<file path="src/design/bep_pkg.sv">
// ----------------------------------------------------------------------------
// bep_pkg
// Types and constants of the boot EEPROM record parser.
// ----------------------------------------------------------------------------
package bep_pkg;

   // record field phase
   typedef enum logic [2:0] {
      PH_LEN_HI  = 3'd0,
      PH_LEN_LO  = 3'd1,
      PH_ADDR_HI = 3'd2,
      PH_ADDR_LO = 3'd3,
      PH_DATA    = 3'd4,
      PH_CLOSED  = 3'd5
   } phase_type;

   localparam logic [7:0] MAGIC_BYTE   = 8'hC2;
   localparam logic [3:0] HEADER_BYTES = 4'd8;
   localparam logic [3:0] MIN_IMAGE    = 4'd13;

   localparam int ADDR_W  = 17;
   localparam int LEN_W   = 10;
   localparam int RSP_W   = 32;

   // one result transaction
   typedef struct packed {
      logic              write_strobe;
      logic [ADDR_W-1:0] write_addr;
      logic [7:0]        write_byte;
      logic              finished;
      logic              status;
   } result_type;

endpackage

</file>
<file path="src/design/bep_core.sv">
// ----------------------------------------------------------------------------
// bep_core
// Parser state and per-byte decode; state advances on step.
// ----------------------------------------------------------------------------
module bep_core (
   input  logic                 clock,
   input  logic                 reset,
   input  logic                 step,
   input  logic [7:0]           image_byte,
   input  logic                 is_final,
   output bep_pkg::result_type  result
);

   bep_pkg::phase_type               phase_ff, phase_in;
   logic [3:0]                       hdr_ff, hdr_in;
   logic [bep_pkg::LEN_W-1:0]        len_ff, len_in;
   logic [bep_pkg::ADDR_W-1:0]       rec_addr_ff, rec_addr_in;
   logic [bep_pkg::LEN_W-1:0]        left_ff, left_in;
   logic [3:0]                       seen_ff, seen_in;
   logic                             halted_ff, halted_in;
   logic                             bad_ff, bad_in;
   logic                             stream_open;
   logic [bep_pkg::LEN_W-1:0]        offset;

   // state registers
   always_ff @(posedge clock) begin
      if (reset) begin
         phase_ff    <= bep_pkg::PH_LEN_HI;
         hdr_ff      <= '0;
         len_ff      <= '0;
         rec_addr_ff <= '0;
         left_ff     <= '0;
         seen_ff     <= '0;
         halted_ff   <= 1'b0;
         bad_ff      <= 1'b0;
      end else if (step) begin
         phase_ff    <= phase_in;
         hdr_ff      <= hdr_in;
         len_ff      <= len_in;
         rec_addr_ff <= rec_addr_in;
         left_ff     <= left_in;
         seen_ff     <= seen_in;
         halted_ff   <= halted_in;
         bad_ff      <= bad_in;
      end
   end

   // next state and result for the byte at hand
   always_comb begin
      phase_in    = phase_ff;
      hdr_in      = hdr_ff;
      len_in      = len_ff;
      rec_addr_in = rec_addr_ff;
      left_in     = left_ff;
      seen_in     = seen_ff;
      halted_in   = halted_ff;
      bad_in      = bad_ff;
      result      = '0;
      offset      = len_ff - left_ff;

      unique case (phase_ff) inside
         bep_pkg::PH_LEN_HI, bep_pkg::PH_LEN_LO, bep_pkg::PH_ADDR_HI,
         bep_pkg::PH_ADDR_LO, bep_pkg::PH_DATA: stream_open = 1'b1;
         default:                                stream_open = 1'b0;
      endcase

      if (stream_open) begin
         if (seen_ff < bep_pkg::MIN_IMAGE) begin
            seen_in = seen_ff + 4'd1;
         end

         if (!halted_ff) begin
            if (hdr_ff < bep_pkg::HEADER_BYTES) begin
               // header: check magic, skip the rest
               if (hdr_ff == 4'd0 && image_byte != bep_pkg::MAGIC_BYTE) begin
                  bad_in    = 1'b1;
                  halted_in = 1'b1;
               end
               hdr_in = hdr_ff + 4'd1;
            end else begin
               unique case (phase_ff)
                  bep_pkg::PH_LEN_HI: begin
                     // top bit marks the end record
                     if (image_byte[7]) begin
                        halted_in = 1'b1;
                     end else begin
                        len_in   = {image_byte[1:0], 8'h00};
                        phase_in = bep_pkg::PH_LEN_LO;
                     end
                  end
                  bep_pkg::PH_LEN_LO: begin
                     len_in   = len_ff | {2'b00, image_byte};
                     phase_in = bep_pkg::PH_ADDR_HI;
                  end
                  bep_pkg::PH_ADDR_HI: begin
                     rec_addr_in = {1'b0, image_byte, 8'h00};
                     phase_in    = bep_pkg::PH_ADDR_LO;
                  end
                  bep_pkg::PH_ADDR_LO: begin
                     rec_addr_in = {1'b0, rec_addr_ff[15:0] | {8'h00, image_byte}};
                     left_in     = len_ff;
                     phase_in    = (len_ff == '0) ? bep_pkg::PH_LEN_HI : bep_pkg::PH_DATA;
                  end
                  bep_pkg::PH_DATA: begin
                     result.write_strobe = 1'b1;
                     result.write_addr   = rec_addr_ff + {7'd0, offset};
                     result.write_byte   = image_byte;
                     left_in             = left_ff - 10'd1;
                     if (left_in == '0) begin
                        phase_in = bep_pkg::PH_LEN_HI;
                     end
                  end
                  default: ;
               endcase
            end
         end

         // last byte closes the stream; short image is not initialised
         if (is_final) begin
            if (seen_in < bep_pkg::MIN_IMAGE) begin
               bad_in = 1'b1;
            end
            phase_in = bep_pkg::PH_CLOSED;
         end
      end

      result.finished = (phase_in == bep_pkg::PH_CLOSED) || halted_in;
      result.status   = bad_in;
   end

endmodule

</file>
<file path="src/design/boot_eeprom_record_parser_top.sv">
// Path: an accepted req transaction is held in the input register, and its
// result is then registered in the result register, which drives rsp_tvalid.
// Throughput: one byte per cycle; the input register and the result register
// each hold while the stage after them is stalled.
// Reset: synchronous, active high; clears both valid flags and all parser
// state, so the next byte is taken as the first header byte.
// ----------------------------------------------------------------------------
// boot_eeprom_record_parser_top
// Boot EEPROM image parser: one result per image byte, a memory write for each record data byte.
// ----------------------------------------------------------------------------
module boot_eeprom_record_parser_top (
   input  logic                      clock,
   input  logic                      reset,
   input  logic                      req_tvalid,
   output logic                      req_tready,
   input  logic [7:0]                req_tdata,  // [7:0] image_byte
   input  logic                      req_tlast,  // is_final
   output logic                      rsp_tvalid,
   input  logic                      rsp_tready,
   // [16:0] write_addr, [24:17] write_byte, [25] finished, [26] status
   output logic [bep_pkg::RSP_W-1:0] rsp_tdata,
   output logic                      rsp_tuser   // write_strobe
);

   logic                 s1_valid_ff, s1_valid_in;
   logic [7:0]           s1_byte_ff;
   logic                 s1_final_ff;
   logic                 out_valid_ff, out_valid_in;
   bep_pkg::result_type  out_ff;
   bep_pkg::result_type  core_result;
   logic                 req_accept;
   logic                 out_free;
   logic                 s1_move;

   // pipeline handshake
   assign out_free   = !out_valid_ff || rsp_tready;
   assign s1_move    = s1_valid_ff && out_free;
   assign req_tready = !s1_valid_ff || out_free;
   assign req_accept = req_tvalid && req_tready;

   always_comb begin
      s1_valid_in = s1_valid_ff;
      if (req_accept) begin
         s1_valid_in = 1'b1;
      end else if (s1_move) begin
         s1_valid_in = 1'b0;
      end
      out_valid_in = out_valid_ff;
      if (s1_move) begin
         out_valid_in = 1'b1;
      end else if (rsp_tready) begin
         out_valid_in = 1'b0;
      end
   end

   // valid flags
   always_ff @(posedge clock) begin
      if (reset) begin
         s1_valid_ff  <= 1'b0;
         out_valid_ff <= 1'b0;
      end else begin
         s1_valid_ff  <= s1_valid_in;
         out_valid_ff <= out_valid_in;
      end
   end

   // input register
   always_ff @(posedge clock) begin
      if (req_accept) begin
         s1_byte_ff  <= req_tdata;
         s1_final_ff <= req_tlast;
      end
   end

   bep_core u_core (
      .clock      (clock),
      .reset      (reset),
      .step       (s1_move),
      .image_byte (s1_byte_ff),
      .is_final   (s1_final_ff),
      .result     (core_result)
   );

   // result register
   always_ff @(posedge clock) begin
      if (s1_move) begin
         out_ff <= core_result;
      end
   end

   assign rsp_tvalid = out_valid_ff;
   assign rsp_tuser  = out_ff.write_strobe;
   assign rsp_tdata  = {5'd0, out_ff.status, out_ff.finished,
                        out_ff.write_byte, out_ff.write_addr};

endmodule

</file>
<file path="config.mk">
export PLATFORM = sky130hd
export DESIGN_NAME = boot_eeprom_record_parser_top
export DESIGN_NICKNAME = d
export VERILOG_FILES = /design/src/design/bep_pkg.sv /design/src/design/bep_core.sv /design/src/design/boot_eeprom_record_parser_top.sv
export SDC_FILE = /design/constraint.sdc
export NUM_CORES = 1
export LEC_CHECK = 0
export BUFFER_PORTS_ARGS = -buffer_cell sky130_fd_sc_hd__clkbuf_2
export CELL_PAD_IN_SITES_DETAIL_PLACEMENT = 0
export CELL_PAD_IN_SITES_GLOBAL_PLACEMENT = 1
export CORE_MARGIN = 4
export CORE_UTILIZATION = 51
export CTS_BUF_LIST = sky130_fd_sc_hd__clkbuf_4 sky130_fd_sc_hd__clkbuf_8
export CTS_CLUSTER_DIAMETER = 40
export DETAILED_ROUTE_END_ITERATION = 7
export PLACE_DENSITY_LB_ADDON = 0.1
export SLEW_MARGIN = 20
export SYNTH_ARGS = -nofsm -noshare
export SYNTH_HDL_FRONTEND = slang
export SYNTH_SLANG_ARGS = --single-unit
</file>
<file path="constraint.sdc">
create_clock -name clock -period 9.8 [get_ports clock]
set_clock_uncertainty 0.2 [all_clocks]
set_input_delay 0.49 -clock clock [delete_from_list [all_inputs] [get_ports clock]]
set_output_delay 0.49 -clock clock [all_outputs]
set_load 0.02 [all_outputs]
</file>
==> out/results.ini <==
[sta]
relSlewSlack = 0.4335
hold_viol = 0
rsz0062_at_grt = false
post-route-period-util = 0.3946
report.final.slew_viol_count = 0
tns_ps = 0
setup_viol = 0
tightest_slew_ps = 849.8
fin_crit_ps = 3867
final.setup.worst_slack_ps = 5933
clock.fmax_mhz = 258.6

[synth]
yosysMostFrequentCell = nor2_1
syn_inst = 498
synthDistinctLibCells = 70
synth_area_mm2 = 0.004812
synth.largest_area_cell = edfxtp_1
synth_warnings = 0
synthTopCellsByCount = nor2_1, dfxtp_1, a21oi_1
synth_edf_count = 37
synth_ff_type = dfxtp_1
synth_seq_cells = 88
synthTopCellsByArea = edfxtp_1, dfxtp_1, ha_1, a21oi_1, nor2_1
syn_avg_cell_area_um2 = 9.663
synth_seq_area_share = 0.4431
async_flop_share = 0
synth_top_cell_area_share = 0.2309

[placed_design]
preCtsSetupSlack_ps = 5954
routabilityCongestion = 0.8027
hpwl_um = 7591
placed_area_mm2 = 0.005039
io_buffers = 42
placed_cells_incl_taps = 632

[route]
detail_route.wl_per_cell_um = 16.44
num_vias = 3707
drc = 0
routed_wl_um = 10660
dr.pass1.iters = 4
ant_nets = 0
drtIter0Drc = 236
viasPerCell = 5.721

[run_status]
status = finished clean

[clocking]
cts_tree = yes
cts_max_level = 3
cts_max_path_buffers = 2
cts_setup_buffers = 0
clk_pin_slew_ps = 110
ctsResizeCount = 0
holdBufCountCts = 0
cts_buffers = 9
cts-root-buf = clkbuf_8
clock_latency_ps = 370
cts_sinks = 88

[final_layout]
fin_area_mm2 = 0.005241
final_layout_size_suffix_gt1_frac = 0.1546
area_growth_pct = 8.918
final_nets = 572
antenna_cells = 0
stdcell_count = 648

[global_routing]
grt_max_degree = 39
grt_antenna_before_repair = 0
grt_overflow_total = 0
grt_pass1_vias = 3499
track_usage = 0.1962
grt_pass1_wl_um = 17430

[die]
io-pin-count = 48
dieArea_mm2 = 0.01105
core_mm2 = 0.009196
rows = 35
die_h_um = 105.1
die_x_um = 105.1
initial_core_util = 0.5233

[critical_path]
ff2ff_setup_slack_ps = 5930
reg2reg_depth = 12
crit_type = flop to flop
critPathArrivalTime_ps = 3780
rr_endpoint = rsp_tdata[14]
worst-endpoint-required_ps = 9720
endpoint_kind = flop
cp-start-kind = flop
r2r-start = u_core.left_ff[3]
critPathMaxFanout = 6

[run]
cap_viol_max_count = 0

[worst_hold_path]
worstHoldEndpoint = s1_byte_ff[4]
hold_depth = 1
worstHoldStart = req_tdata[4]
hp-class = primary input to flop

[power]
power_density_mw_per_mm2 = 132.7
p_leak_nw = 1.992
ir_worst_vdd_v = 0.00008018
power_mw = 0.6957

==> layout by cell type (no fill, tap or decap), types with 4 or more instances in the layout <==
cell type,Yosys,routed
nor3_1,8,8
a21o_1,8,8
a211oi_1,7,7
nor2b_1,4,4
o21ai_0,24,24
clkbuf_2,0,42
clkbuf_8,0,9
nand2_1,23,23
xor2_1,6,6
a31oi_1,5,5
nand3_1,10,10
edfxtp_1,37,37
nand2b_1,6,6
a41oi_1,4,4
dfxtp_1,51,51
inv_1,24,24
or3_1,4,4
ha_1,25,25
nor2_2,8,9
nor2_1,57,56
a21oi_1,49,49
conb_1,1,5
xnor2_1,15,15
and3_1,11,11
mux2i_1,14,14
==> report_power, final <==
group | switching [mW] | leakage [nW] | total [mW] | internal (mW)
clock network | 0.152 | 0.0966 | 0.251 | 0.0997
logic | 0.0281 | 1.12 | 0.0431 | 0.0150
registers | 0.0110 | 0.774 | 0.401 | 0.390
total | 0.191 | 1.99 | 0.696 | 0.505
==> cells by family (layout without fill, tap and decap cells) <==
group           after synthesis  count (layout)  share of synthesized area
compound gates              136             136                     0.1838
xor+xnor                     21              21                    0.03822
flops                        88              88                     0.4431
mux                          14              14                    0.02912
buf+inv                      49              84                    0.05096
other cells                   1               5                  0.0007793
fa+ha+maj                    27              27                    0.07332
simple gates                162             162                     0.1807
==> worst max-delay path by stage <==
stage	start	endpoint	slack, ps	cells past startpoint
after floorplan	u_core.left_ff[3]	rsp_tdata[10]	6380	12
after global placement	u_core.left_ff[3]	rsp_tdata[14]	6060	12
after detailed placement	u_core.left_ff[3]	rsp_tdata[14]	5950	12
after CTS	u_core.left_ff[3]	rsp_tdata[14]	5950	12
after global routing	u_core.left_ff[3]	rsp_tdata[14]	5710	12
final	u_core.left_ff[3]	rsp_tdata[14]	5930	12
==> layout make-up <==
| type | instances | area, um2 |
|---|---|---|
| clock buffers | 9 | 123.9 |
| clock inverters | 7 | 72.57 |
| fillers | 823 | 3955 |
| inverters | 24 | 90.09 |
| multi-input cells | 365 | 2459 |
| flip-flops and latches | 88 | 2132 |
| well taps | 111 | 138.9 |
| repair buffers | 44 | 225.2 |
==> critical path, cell delays in order (launching register included) <==
cell and delay, ps:
dfxtp_1 400, inv_1 120, ha_1 380, a21oi_1 180, o21bai_1 100, a221o_1 380, a221oi_1 310, xnor2_1 130
ha_1 330, a21oi_1 400, a21boi_1 470, or3_1 180, a21oi_1 60
==> stage by stage <==
step           hold slack, ps  utilization
3_5_place_dp            260.0       0.5479
4_1_cts                 80.73       0.5693
5_1_grt                 73.10       0.5699
2_1_floorplan           226.8            -
6_report                91.04       0.5699
3_3_place_gp            240.8       0.5479
==> metal layers <==
metal  GRT usage  share of wire  vias to the layer above
met5           0              0                        -
met4     0.08622          0.024                        0
met3     0.02594          0.042                       24
met2      0.3176           0.45                       87
met1      0.2624           0.48                     1726
li1            -              -                     1870
==> flip-flops by register name, summed over array words and instances, names as in the netlist <==
register            cells
rsp_tdata              27
u_core.rec_addr_ff     16
u_core.left_ff         10
u_core.len_ff          10
s1_byte_ff              8
u_core.hdr_ff           4
u_core.seen_ff          4
u_core.phase_ff         3
rsp_tuser               1
rsp_tvalid              1
s1_final_ff             1
s1_valid_ff             1
u_core.bad_ff           1
u_core.halted_ff        1
(Power assumes the default switching activity.)
